**src/design/cars_pkg.sv**
```systemverilog
`default_nettype none

package cars_pkg;

  localparam int ROW_BITS      = 64;
  localparam int MAX_ROW_CELLS = 64;
  localparam int MIN_ROW_CELLS = 3;
  localparam int SURVIVE_MIN   = 4;
  localparam int BIRTH_MIN     = 5;
  localparam int WIDTH_BITS    = 7;
  localparam int NCOUNT_BITS   = 4;

  // configuration register indexes
  localparam logic CFG_ROW_WIDTH     = 1'b0;
  localparam logic CFG_CLEAR_BORDERS = 1'b1;

  // rows of the current grid held
  typedef enum logic [1:0] {
    RS_EMPTY = 2'd0,
    RS_ONE   = 2'd1,
    RS_TWO   = 2'd2
  } rows_state_t;

  typedef struct packed {
    logic [ROW_BITS-1:0] cells;
    logic                done;
  } result_t;

endpackage

`default_nettype wire

```
**src/design/cave_automaton_row_smoother.sv**
```systemverilog
`default_nettype none

// One smoothing pass of a binary cave automaton (birth at 5+, survival at 4+
// wall neighbours), one grid row per word, bit i = cell i, 1 = wall.
// Input channel in_*: a row plus final_row marking the bottom row of a grid.
// Output channel out_*: smoothed rows in raster order, grid_done on the last.
// Config channel cfg_*: index 0 row_width (7 bits), index 1 clear_borders;
// always ready, write only while the block is idle.
// A row's word lands in an input register, then one combinational pass
// (per-cell 8-input neighbour count and compare) drops up to two result
// words into a two-entry output buffer, whose head word is shown on out_*.
// Throughput: one row per cycle while the output buffer has room, set by the
// single pass from input register to output buffer. A final row that follows
// another row makes two result words and waits until the buffer is empty.
// A first row that is not final makes no word; it comes out with the next row.
// Reset (synchronous, rst_n low) clears the input valid flag, row state and
// buffer count, sets row_width to 64 and clear_borders to 0. When out_ready
// stays low the buffer fills and in_ready drops; words are held, none lost.
module cave_automaton_row_smoother (
  input  wire logic                           clk,
  input  wire logic                           rst_n,
  input  wire logic                           in_valid,
  output logic                                in_ready,
  input  wire logic [cars_pkg::ROW_BITS-1:0]  in_row_cells,
  input  wire logic                           in_final_row,
  output logic                                out_valid,
  input  wire logic                           out_ready,
  output logic      [cars_pkg::ROW_BITS-1:0]  out_smoothed_cells,
  output logic                                out_grid_done,
  input  wire logic                           cfg_valid,
  output logic                                cfg_ready,
  input  wire logic                           cfg_index,
  input  wire logic [cars_pkg::WIDTH_BITS-1:0] cfg_data
);

  localparam int RB = cars_pkg::ROW_BITS;
  localparam int WB = cars_pkg::WIDTH_BITS;
  localparam int NB = cars_pkg::NCOUNT_BITS;

  logic [WB-1:0]          row_width_r;
  logic                   clear_borders_r;
  cars_pkg::rows_state_t  rs_r, rs_nxt;
  logic [RB-1:0]          above_r, above_nxt;
  logic [RB-1:0]          centre_r, centre_nxt;
  logic                   inr_valid_r;
  logic [RB-1:0]          inr_row_r;
  logic                   inr_last_r;
  cars_pkg::result_t      slot0_r, slot0_nxt;
  cars_pkg::result_t      slot1_r, slot1_nxt;
  logic [1:0]             cnt_r, cnt_nxt;

  logic [WB-1:0]          weff;
  logic [RB-1:0]          mask;
  logic [RB-1:0]          row_m, above_m, centre_m;
  logic [RB-1:0]          interior;
  logic [RB-1:0]          smoothed;
  logic [RB-1:0]          border;
  logic [1:0]             n_res;
  logic                   adv;
  logic                   pop;
  cars_pkg::result_t      first_res, final_res;

  assign cfg_ready = 1'b1;

  always_ff @(posedge clk) begin
    if (!rst_n) begin
      row_width_r     <= WB'(cars_pkg::MAX_ROW_CELLS);
      clear_borders_r <= 1'b0;
    end else if (cfg_valid) begin
      case (cfg_index)
        cars_pkg::CFG_ROW_WIDTH:     row_width_r     <= cfg_data;
        cars_pkg::CFG_CLEAR_BORDERS: clear_borders_r <= cfg_data[0];
        default: ;
      endcase
    end
  end

  // effective width and row mask
  always_comb begin
    if (row_width_r < WB'(cars_pkg::MIN_ROW_CELLS)) begin
      weff = WB'(cars_pkg::MIN_ROW_CELLS);
    end else if (row_width_r > WB'(cars_pkg::MAX_ROW_CELLS)) begin
      weff = WB'(cars_pkg::MAX_ROW_CELLS);
    end else begin
      weff = row_width_r;
    end
    for (int i = 0; i < RB; i++) begin
      mask[i] = (WB'(i) < weff);
    end
  end

  assign row_m    = inr_row_r & mask;
  assign above_m  = above_r & mask;
  assign centre_m = centre_r & mask;
  assign border   = clear_borders_r ? '0 : mask;
  // cells 1 .. w-2
  assign interior = (mask >> 1) & ~RB'(1);

  always_comb begin
    logic [NB-1:0] nc;
    logic          wall;
    smoothed = '0;
    for (int i = 1; i < RB - 1; i++) begin
      nc = NB'(above_m[i-1]) + NB'(above_m[i]) + NB'(above_m[i+1])
         + NB'(centre_m[i-1]) + NB'(centre_m[i+1])
         + NB'(row_m[i-1]) + NB'(row_m[i]) + NB'(row_m[i+1]);
      wall = centre_m[i] ? (nc >= NB'(cars_pkg::SURVIVE_MIN))
                         : (nc >= NB'(cars_pkg::BIRTH_MIN));
      smoothed[i] = wall & interior[i];
    end
    if (!clear_borders_r) begin
      // left edge and right edge (bit w-1)
      smoothed = smoothed | RB'(1) | (mask ^ (mask >> 1));
    end
  end

  assign n_res = 2'((rs_r != cars_pkg::RS_EMPTY)) + 2'(inr_last_r);
  assign adv   = inr_valid_r && ((3'(cnt_r) + 3'(n_res)) <= 3'd2);
  assign pop   = out_valid && out_ready;

  assign in_ready = !inr_valid_r || adv;

  always_ff @(posedge clk) begin
    if (!rst_n) begin
      inr_valid_r <= 1'b0;
    end else if (in_ready) begin
      inr_valid_r <= in_valid;
    end
  end

  always_ff @(posedge clk) begin
    if (in_valid && in_ready) begin
      inr_row_r  <= in_row_cells;
      inr_last_r <= in_final_row;
    end
  end

  // held rows state; held rows keep the mask they were stored with
  always_comb begin
    rs_nxt     = rs_r;
    above_nxt  = above_r;
    centre_nxt = centre_r;
    if (adv) begin
      case (rs_r)
        cars_pkg::RS_EMPTY: begin
          centre_nxt = row_m;
          rs_nxt     = cars_pkg::RS_ONE;
        end
        cars_pkg::RS_ONE, cars_pkg::RS_TWO: begin
          above_nxt  = centre_r;
          centre_nxt = row_m;
          rs_nxt     = cars_pkg::RS_TWO;
        end
        default: rs_nxt = cars_pkg::RS_EMPTY;
      endcase
      if (inr_last_r) begin
        rs_nxt = cars_pkg::RS_EMPTY;
      end
    end
  end

  always_ff @(posedge clk) begin
    if (!rst_n) begin
      rs_r <= cars_pkg::RS_EMPTY;
    end else begin
      rs_r <= rs_nxt;
    end
  end

  always_ff @(posedge clk) begin
    above_r  <= above_nxt;
    centre_r <= centre_nxt;
  end

  // output buffer: slot0 is shown on out_*, slot1 waits behind it
  always_comb begin
    logic [1:0] rem;
    final_res.cells = border;
    final_res.done  = 1'b1;
    first_res.done  = 1'b0;
    first_res.cells = (rs_r == cars_pkg::RS_TWO) ? smoothed : border;
    if (rs_r == cars_pkg::RS_EMPTY) begin
      first_res = final_res;
    end

    rem       = cnt_r - 2'(pop);
    slot0_nxt = slot0_r;
    slot1_nxt = slot1_r;
    if (pop && cnt_r == 2'd2) begin
      slot0_nxt = slot1_r;
    end
    cnt_nxt = rem;
    if (adv && n_res != 2'd0) begin
      cnt_nxt = rem + n_res;
      if (rem == 2'd0) begin
        slot0_nxt = first_res;
        slot1_nxt = final_res;
      end else begin
        slot1_nxt = first_res;
      end
    end
  end

  always_ff @(posedge clk) begin
    if (!rst_n) begin
      cnt_r <= 2'd0;
    end else begin
      cnt_r <= cnt_nxt;
    end
  end

  always_ff @(posedge clk) begin
    slot0_r <= slot0_nxt;
    slot1_r <= slot1_nxt;
  end

  assign out_valid          = (cnt_r != 2'd0);
  assign out_smoothed_cells = slot0_r.cells;
  assign out_grid_done      = slot0_r.done;

  a_cnt_range: assert property (@(posedge clk) disable iff (!rst_n)
    cnt_r <= 2'd2)
    else $error("output buffer count out of range");

  a_adv_room: assert property (@(posedge clk) disable iff (!rst_n)
    adv |-> ((3'(cnt_r) + 3'(n_res)) <= 3'd2))
    else $error("row advanced without buffer room");

  a_last_clears: assert property (@(posedge clk) disable iff (!rst_n)
    (adv && inr_last_r) |=> (rs_r == cars_pkg::RS_EMPTY))
    else $error("held rows not released after final row");

  a_first_row_silent: assert property (@(posedge clk) disable iff (!rst_n)
    (inr_valid_r && rs_r == cars_pkg::RS_EMPTY) |-> (n_res == 2'(inr_last_r)))
    else $error("first row of grid produced a word on its own");

  a_out_hold: assert property (@(posedge clk) disable iff (!rst_n)
    (out_valid && !out_ready) |=>
      (out_valid && $stable(out_smoothed_cells) && $stable(out_grid_done)))
    else $error("output word changed while waiting");

endmodule

`default_nettype wire
```
**config.mk**
```make
export PLATFORM = sky130hd
export DESIGN_NAME = cave_automaton_row_smoother
export DESIGN_NICKNAME = d
export VERILOG_FILES = /design/src/design/cars_pkg.sv /design/src/design/cave_automaton_row_smoother.sv
export SDC_FILE = /design/constraint.sdc
export NUM_CORES = 1
export LEC_CHECK = 0
export BUFFER_PORTS_ARGS = -buffer_cell sky130_fd_sc_hd__buf_2
export CAP_MARGIN = 40
export CORE_ASPECT_RATIO = 0.75
export CORE_MARGIN = 2
export CORE_UTILIZATION = 65
export DETAILED_ROUTE_END_ITERATION = 12
export HOLD_SLACK_MARGIN = 0.12
export PLACE_DENSITY_LB_ADDON = 0.3
export SETUP_SLACK_MARGIN = 0.4
export SLEW_MARGIN = 20
export SYNTH_ARGS = -nofsm -noshare
export SYNTH_HDL_FRONTEND = slang
export SYNTH_SLANG_ARGS = --single-unit
```
**constraint.sdc**
```tcl
create_clock -name clk -period 8.9 [get_ports clk]
set_clock_uncertainty 0.1 [all_clocks]
set_input_delay 1.335 -clock clk [delete_from_list [all_inputs] [get_ports clk]]
set_output_delay 1.335 -clock clk [all_outputs]
set_load 0.03 [all_outputs]
```
==> results of run 1 <==
[worst paths after layout]
path	start	endpoint	slack, ps	cells after the start
min reg2reg	centre_r[39]$_DFFE_PP_	above_r[39]$_DFFE_PP_	350	0
max	row_width_r[6]$_SDFFE_PN1P_	slot1_r[61]$_DFFE_PP_	2680	19
min	centre_r[39]$_DFFE_PP_	above_r[39]$_DFFE_PP_	350	0
max reg2reg	row_width_r[6]$_SDFFE_PN1P_	slot1_r[61]$_DFFE_PP_	2680	19
[cells by family (layout without fill, tap and decap cells)]
group	count (synthesis)	after routing	share of synthesized area, %
other cells	1	1	0.0138
simple gates	592	592	11.0
flops	336	336	34.3
mux	90	90	3.50
fa+ha+maj	443	443	26.8
buf+inv	592	727	8.72
compound gates	559	559	13.7
xor+xnor	58	58	1.87
[power by group through the flow]
stage / Sequential [uW] / Clock (uW) / Combinational (uW)
after CTS: 2260 / 1640 / 4200
after global routing: 2280 / 1690 / 4780
after global placement: 2280 / 0 / 3840
after floorplan: 2490 / 0 / 2760
final: 2260 / 1630 / 4290
after detailed placement: 2290 / 0 / 4150
[critical path: cells and delay by family, from the launching register on]
kind | cells | cell delay (ps)
adder cells (fa/ha/maj) | 5 | 1930
buffers and inverters | 5 | 730
AND/OR/NAND/NOR | 3 | 880
AO/OA/AOI/OAI | 6 | 1850
flip-flops | 1 | 450
[state kept, by name, indices dropped and copies added, names as in the netlist, 2 cells and up]
name / cells
slot1_r: 65
cnt_r: 2
rs_r: 2
out_smoothed_cells: 64
inr_row_r: 64
centre_r: 64
row_width_r: 7
above_r: 64
[area by class of cell]
type	count	area, sq um
Tap cell	561	702
Clock buffer	50	1070
Multi-Input combinational cell	1743	15500
Timing Repair Buffer	178	1080
Clock inverter	19	189
Inverter	480	1800
Fill cell	2910	11300
Sequential cell	336	9310
[cells in the final DEF (no fill, tap or decap), drive strengths merged, types with 51 or more instances in the layout]
| cell | instances |
|---|---|
| buf | 178 |
| nand2 | 252 |
| fa | 229 |
| nor2 | 78 |
| and2 | 58 |
| dfxtp | 78 |
| ha | 214 |
| edfxtp | 258 |
| o21ai | 139 |
| inv | 481 |
| a21oi | 136 |
| mux2i | 51 |
[per-stage QoR]
step	hold WS [ps]	setup WS (ps)	instance area [sq um]
floorplan	316	3390	27100
global placement	326	2920	28200
detailed placement	332	2690	28300
CTS	347	2700	29600
global route	370	2430	29700
finish	348	2680	29700
[layer usage]
layer | up-vias | global-route usage, % | routed length (um)
li1 | 9325 | - | -
met4 | 0 | 15.4 | 3410
met3 | 249 | 10.1 | 9350
met2 | 1251 | 55.0 | 34100
met1 | 10209 | 48.5 | 30400
met5 | - | 0 | 0
==> results.json, run 1 <==
{
  "leakage_uw": 0.0137,
  "initial_core_util_pct": 66.1,
  "rsz0062_at_grt": "no",
  "wl_per_cell_um": 22.9,
  "swShare_pct": 43.0,
  "fin_crit_sh_pct": 69.9,
  "synth_most_common_cell": "inv_1",
  "maxCapViolations": 0,
  "grt_pass1_vias": 21549,
  "crit_slowest_cell": "o21ai_0",
  "max_slew_margin_pct": 41.2,
  "ys_top_cells_by_count": "inv_1, edfxtp_1, nand2_1, fa_1, ha_1",
  "insertedDiodeCount": 0,
  "num_rows": 64,
  "placed_cells": 3292,
  "final_cells": 3367,
  "max-vdd-ir-drop_mv": 0.219,
  "crit_required_ps": 9090,
  "synth_edf_count": 258,
  "p_total_uw": 8180,
  "antenna_found_initial": 0,
  "start_kind": "flop",
  "fp.dieArea_sq_um": 43400,
  "cts.path.max_buffers": 3,
  "core_sq_um": 41000,
  "yosysTopAreaCell": "edfxtp_1",
  "arrival_ps": 6410,
  "drive_gt1_share_pct": 12.4,
  "fmax_mhz": 161,
  "synth.area.top_cells": "edfxtp_1, fa_1, ha_1, inv_1, dfxtp_1",
  "post_cts_buffers": 0,
  "p_seq_share_pct": 27.7,
  "crit_chain": "buf_4 > o21ba_4 > nand2_1 > o21ai_0 > nand2_1 > inv_1 > fa_1 > inv_1 > fa_1 > fa_1 > inv_1 > ha_1 > inv_1 > fa_1 > or3b_2 > a221oi_1 > a21oi_1 > o311ai_1 > o22ai_1",
  "num_vias": 21034,
  "cts_resized": 0,
  "power.density_nw_per_um2": 276,
  "wl_um": 77200,
  "avgViaCountPerCell": 6.25,
  "grt_pass1_wl_um": 119000,
  "place.gp.congestion": 0.958,
  "final-hold-violation-count": 0,
  "drc": 0,
  "nNetsFinal": 3298,
  "syn-num-nets": 3192,
  "endpoint_kind": "flop",
  "ys.flop_type": "edfxtp_1",
  "ios": 146,
  "synth_top_area_share_pct": 28.6,
  "die_h_um": 181,
  "final.min_clock_period_ps": 6220,
  "grt_max_degree": 57,
  "cts_tree": "yes",
  "cts_hold_buffers": 0,
  "syn_area_sq_um": 27100,
  "status": "finished clean",
  "cts.root.buffer_cell": "clkbuf_16",
  "combPwrFrac_pct": 52.4,
  "clock_latency_ps": 560,
  "syn_inst": 2671,
  "setup_violations": 0,
  "yosysWarnings": 0,
  "grt_usage_pct": 36.0,
  "ys_seq_elements": 336,
  "synthToLayoutAreaGrowth_pct": 9.36,
  "power_switching_uw": 3520,
  "ys_seq_area_share_pct": 34.3,
  "ys_async_sr_fraction_pct": 0,
  "io_buffers": 144,
  "die_w_um": 240,
  "tns_ps": 0,
  "synth_cell_types": 112,
  "clock-sinks": 336,
  "antenna_left": 0,
  "clk_pin_slew_ps": 70,
  "finish.utilization_pct": 72.3,
  "cts-htree-levels": 2,
  "grt-ovfl-total": 0,
  "cts_buffers": 38,
  "slowest_delay_ps": 650,
  "syn_area_per_cell_sq_um": 10.2,
  "p_int_uw": 4660,
  "slew_viol_final": 0,
  "critPathMaxFanout": 42,
  "drt_pass1_iterations": 8,
  "min-delay-path-class": "reg2reg",
  "dr.first_iter.drc_count": 2300,
  "path_class": "reg2reg",
  "worst_pin_slew_ps": 881,
  "p_clk_share_pct": 19.9,
  "hpwl_um": 56800
}
Power figures use the tool's default switching activity.
==> inputs of run 2 (changes only) <==
--- a/config.mk
+++ b/config.mk
@@ -9,7 +9,7 @@
 export CAP_MARGIN = 40
 export CORE_ASPECT_RATIO = 0.75
 export CORE_MARGIN = 2
-export CORE_UTILIZATION = 65
+export CORE_UTILIZATION = 63
 export DETAILED_ROUTE_END_ITERATION = 12
 export HOLD_SLACK_MARGIN = 0.12
 export PLACE_DENSITY_LB_ADDON = 0.3
==> constraint.sdc (replaced) <==
create_clock -name clk -period 6.17 [get_ports clk]
set_clock_uncertainty 0.1 [all_clocks]
set_input_delay 0.9255 -clock clk [delete_from_list [all_inputs] [get_ports clk]]
set_output_delay 0.9255 -clock clk [all_outputs]
set_load 0.03 [all_outputs]
==> results.json, run 2 (synthesis gave the netlist of run 1 again) <==
{
  "regMostFlops": "slot1_r",
  "wl_per_cell_um": 22.8,
  "antenna_found_initial": 3,
  "num_rows": 65,
  "slowest_delay_ps": 730,
  "fmax_mhz": 179,
  "grt_usage_pct": 35.0,
  "core_sq_um": 42300,
  "path_class": "reg2reg",
  "cts-htree-levels": 2,
  "grt-ovfl-total": 0,
  "insertedDiodeCount": 0,
  "final_common_cell": "inv_1",
  "final_cells": 3398,
  "r2r_setup_slack_ps": 580,
  "die_h_um": 184,
  "hold_ws_ps": 336,
  "cts_hold_buffers": 0,
  "fillers": 3084,
  "p_total_uw": 11900,
  "wl_um": 77400,
  "io_buffers": 144,
  "crit_slowest_cell": "dfxtp_2",
  "die_w_um": 244,
  "final.min_clock_period_ps": 5590,
  "ios": 146,
  "maxCapViolations": 0,
  "status": "finished clean",
  "initial_core_util_pct": 64.1,
  "critPathBufInv": 5,
  "hpwl_um": 57400,
  "drc": 0,
  "place.gp.congestion": 0.984,
  "cts.path.max_buffers": 3,
  "antenna_left": 0,
  "setup_violations": 0,
  "stdcell_area_sq_um": 29800,
  "worst_pin_slew_ps": 932,
  "place_area_sq_um": 28500,
  "placed_cells": 3327,
  "fin_crit_sh_pct": 90.6,
  "regArea_sq_um": 9320,
  "drt_pass1_iterations": 6,
  "critPathMaxFanout": 26,
  "nNetsFinal": 3321,
  "largest_reg_flops": 65,
  "drive_gt1_share_pct": 13.3,
  "synthToLayoutAreaGrowth_pct": 10.0,
  "multi_input_area_sq_um": 15500,
  "layout_common_cells": "inv_1, edfxtp_1, nand2_1",
  "cts.root.buffer_cell": "clkbuf_16",
  "critPathTopFamily": "adder cells",
  "crit_required_ps": 6420,
  "grt_max_degree": 59,
  "leakage_uw": 0.0138,
  "min-delay-path-class": "reg2reg",
  "clock_latency_ps": 550,
  "tns_ps": 0,
  "avgViaCountPerCell": 6.20,
  "clk_pin_slew_ps": 70,
  "cts_tree": "yes",
  "crit_chain": "nand2_1 > buf_4 > o21ai_1 > nand2_1 > inv_2 > xnor2_1 > ha_1 > inv_1 > fa_1 > fa_1 > inv_1 > ha_1 > inv_1 > fa_1 > nor3b_1 > o21ai_0 > a21oi_1 > a311o_1 > o22ai_1",
  "endpoint_kind": "flop",
  "cts_buffers": 38,
  "start_kind": "flop",
  "slew_viol_final": 0,
  "final-hold-violation-count": 0,
  "dr.first_iter.drc_count": 2226,
  "num_vias": 21065,
  "clock-sinks": 336,
  "rsz0062_at_grt": "no",
  "max-vdd-ir-drop_mv": 0.391,
  "fp.dieArea_sq_um": 44700,
  "power.density_nw_per_um2": 397,
  "grt_pass1_wl_um": 121000,
  "max_slew_margin_pct": 37.7,
  "arrival_ps": 5840,
  "grt_pass1_vias": 21660
}
-- run 2: cell types whose count changed in the layout (fill, tap and decap cells not counted), sizes merged --
cell      previous run  this run
buf                178       201
clkinv              10         9
clkinvlp             5         1
inv                481       480
bufinv               3         4
clkbuf              50        55
-- run 2: worst paths after layout --
path,from,endpoint,cells past startpoint
max,row_width_r[2]$_SDFFE_PN0P_,slot1_r[63]$_DFFE_PP_,19
min,centre_r[19]$_DFFE_PP_,above_r[19]$_DFFE_PP_,0
max reg2reg,row_width_r[2]$_SDFFE_PN0P_,slot1_r[63]$_DFFE_PP_,19
min reg2reg,centre_r[19]$_DFFE_PP_,above_r[19]$_DFFE_PP_,0
-- run 2: what timing repair did --
action,CTS,global route
buffers inserted,0,0
setup endpoints to repair,0,10
resized for setup,0,6
-- run 2: final cells by class --
class                           count  area share, %
Inverter                          480           6.04
Clock inverter                     14          0.574
Multi-Input combinational cell   1743           52.0
Clock buffer                       55           3.89
Tap cell                          569           2.39
Timing Repair Buffer              201           3.88
Sequential cell                   336           31.2
-- run 2: where the power goes --
part	switching, uW	internal (uW)	leakage (uW)
Sequential	295	2970	0.00304
Combinational	3750	2370	0.0101
Clock	987	1480	0.000658
Total	5040	6820	0.0138
-- run 2: through the flow --
step	worst slack (ps)	utilization, %
after detailed placement	490	67.3
after global routing	390	70.6
final	580	70.6
after global placement	674	67.3
after floorplan	656	-
after CTS	408	70.5
-- run 2: routing by layer --
metal	GRT usage (%)	share of wire (%)	vias to the layer above
li1	-	-	9365
met1	48.2	40	10318
met2	55.0	45	1162
met3	7.18	11	214
met4	13.8	4.0	6
met5	0	0.045	-
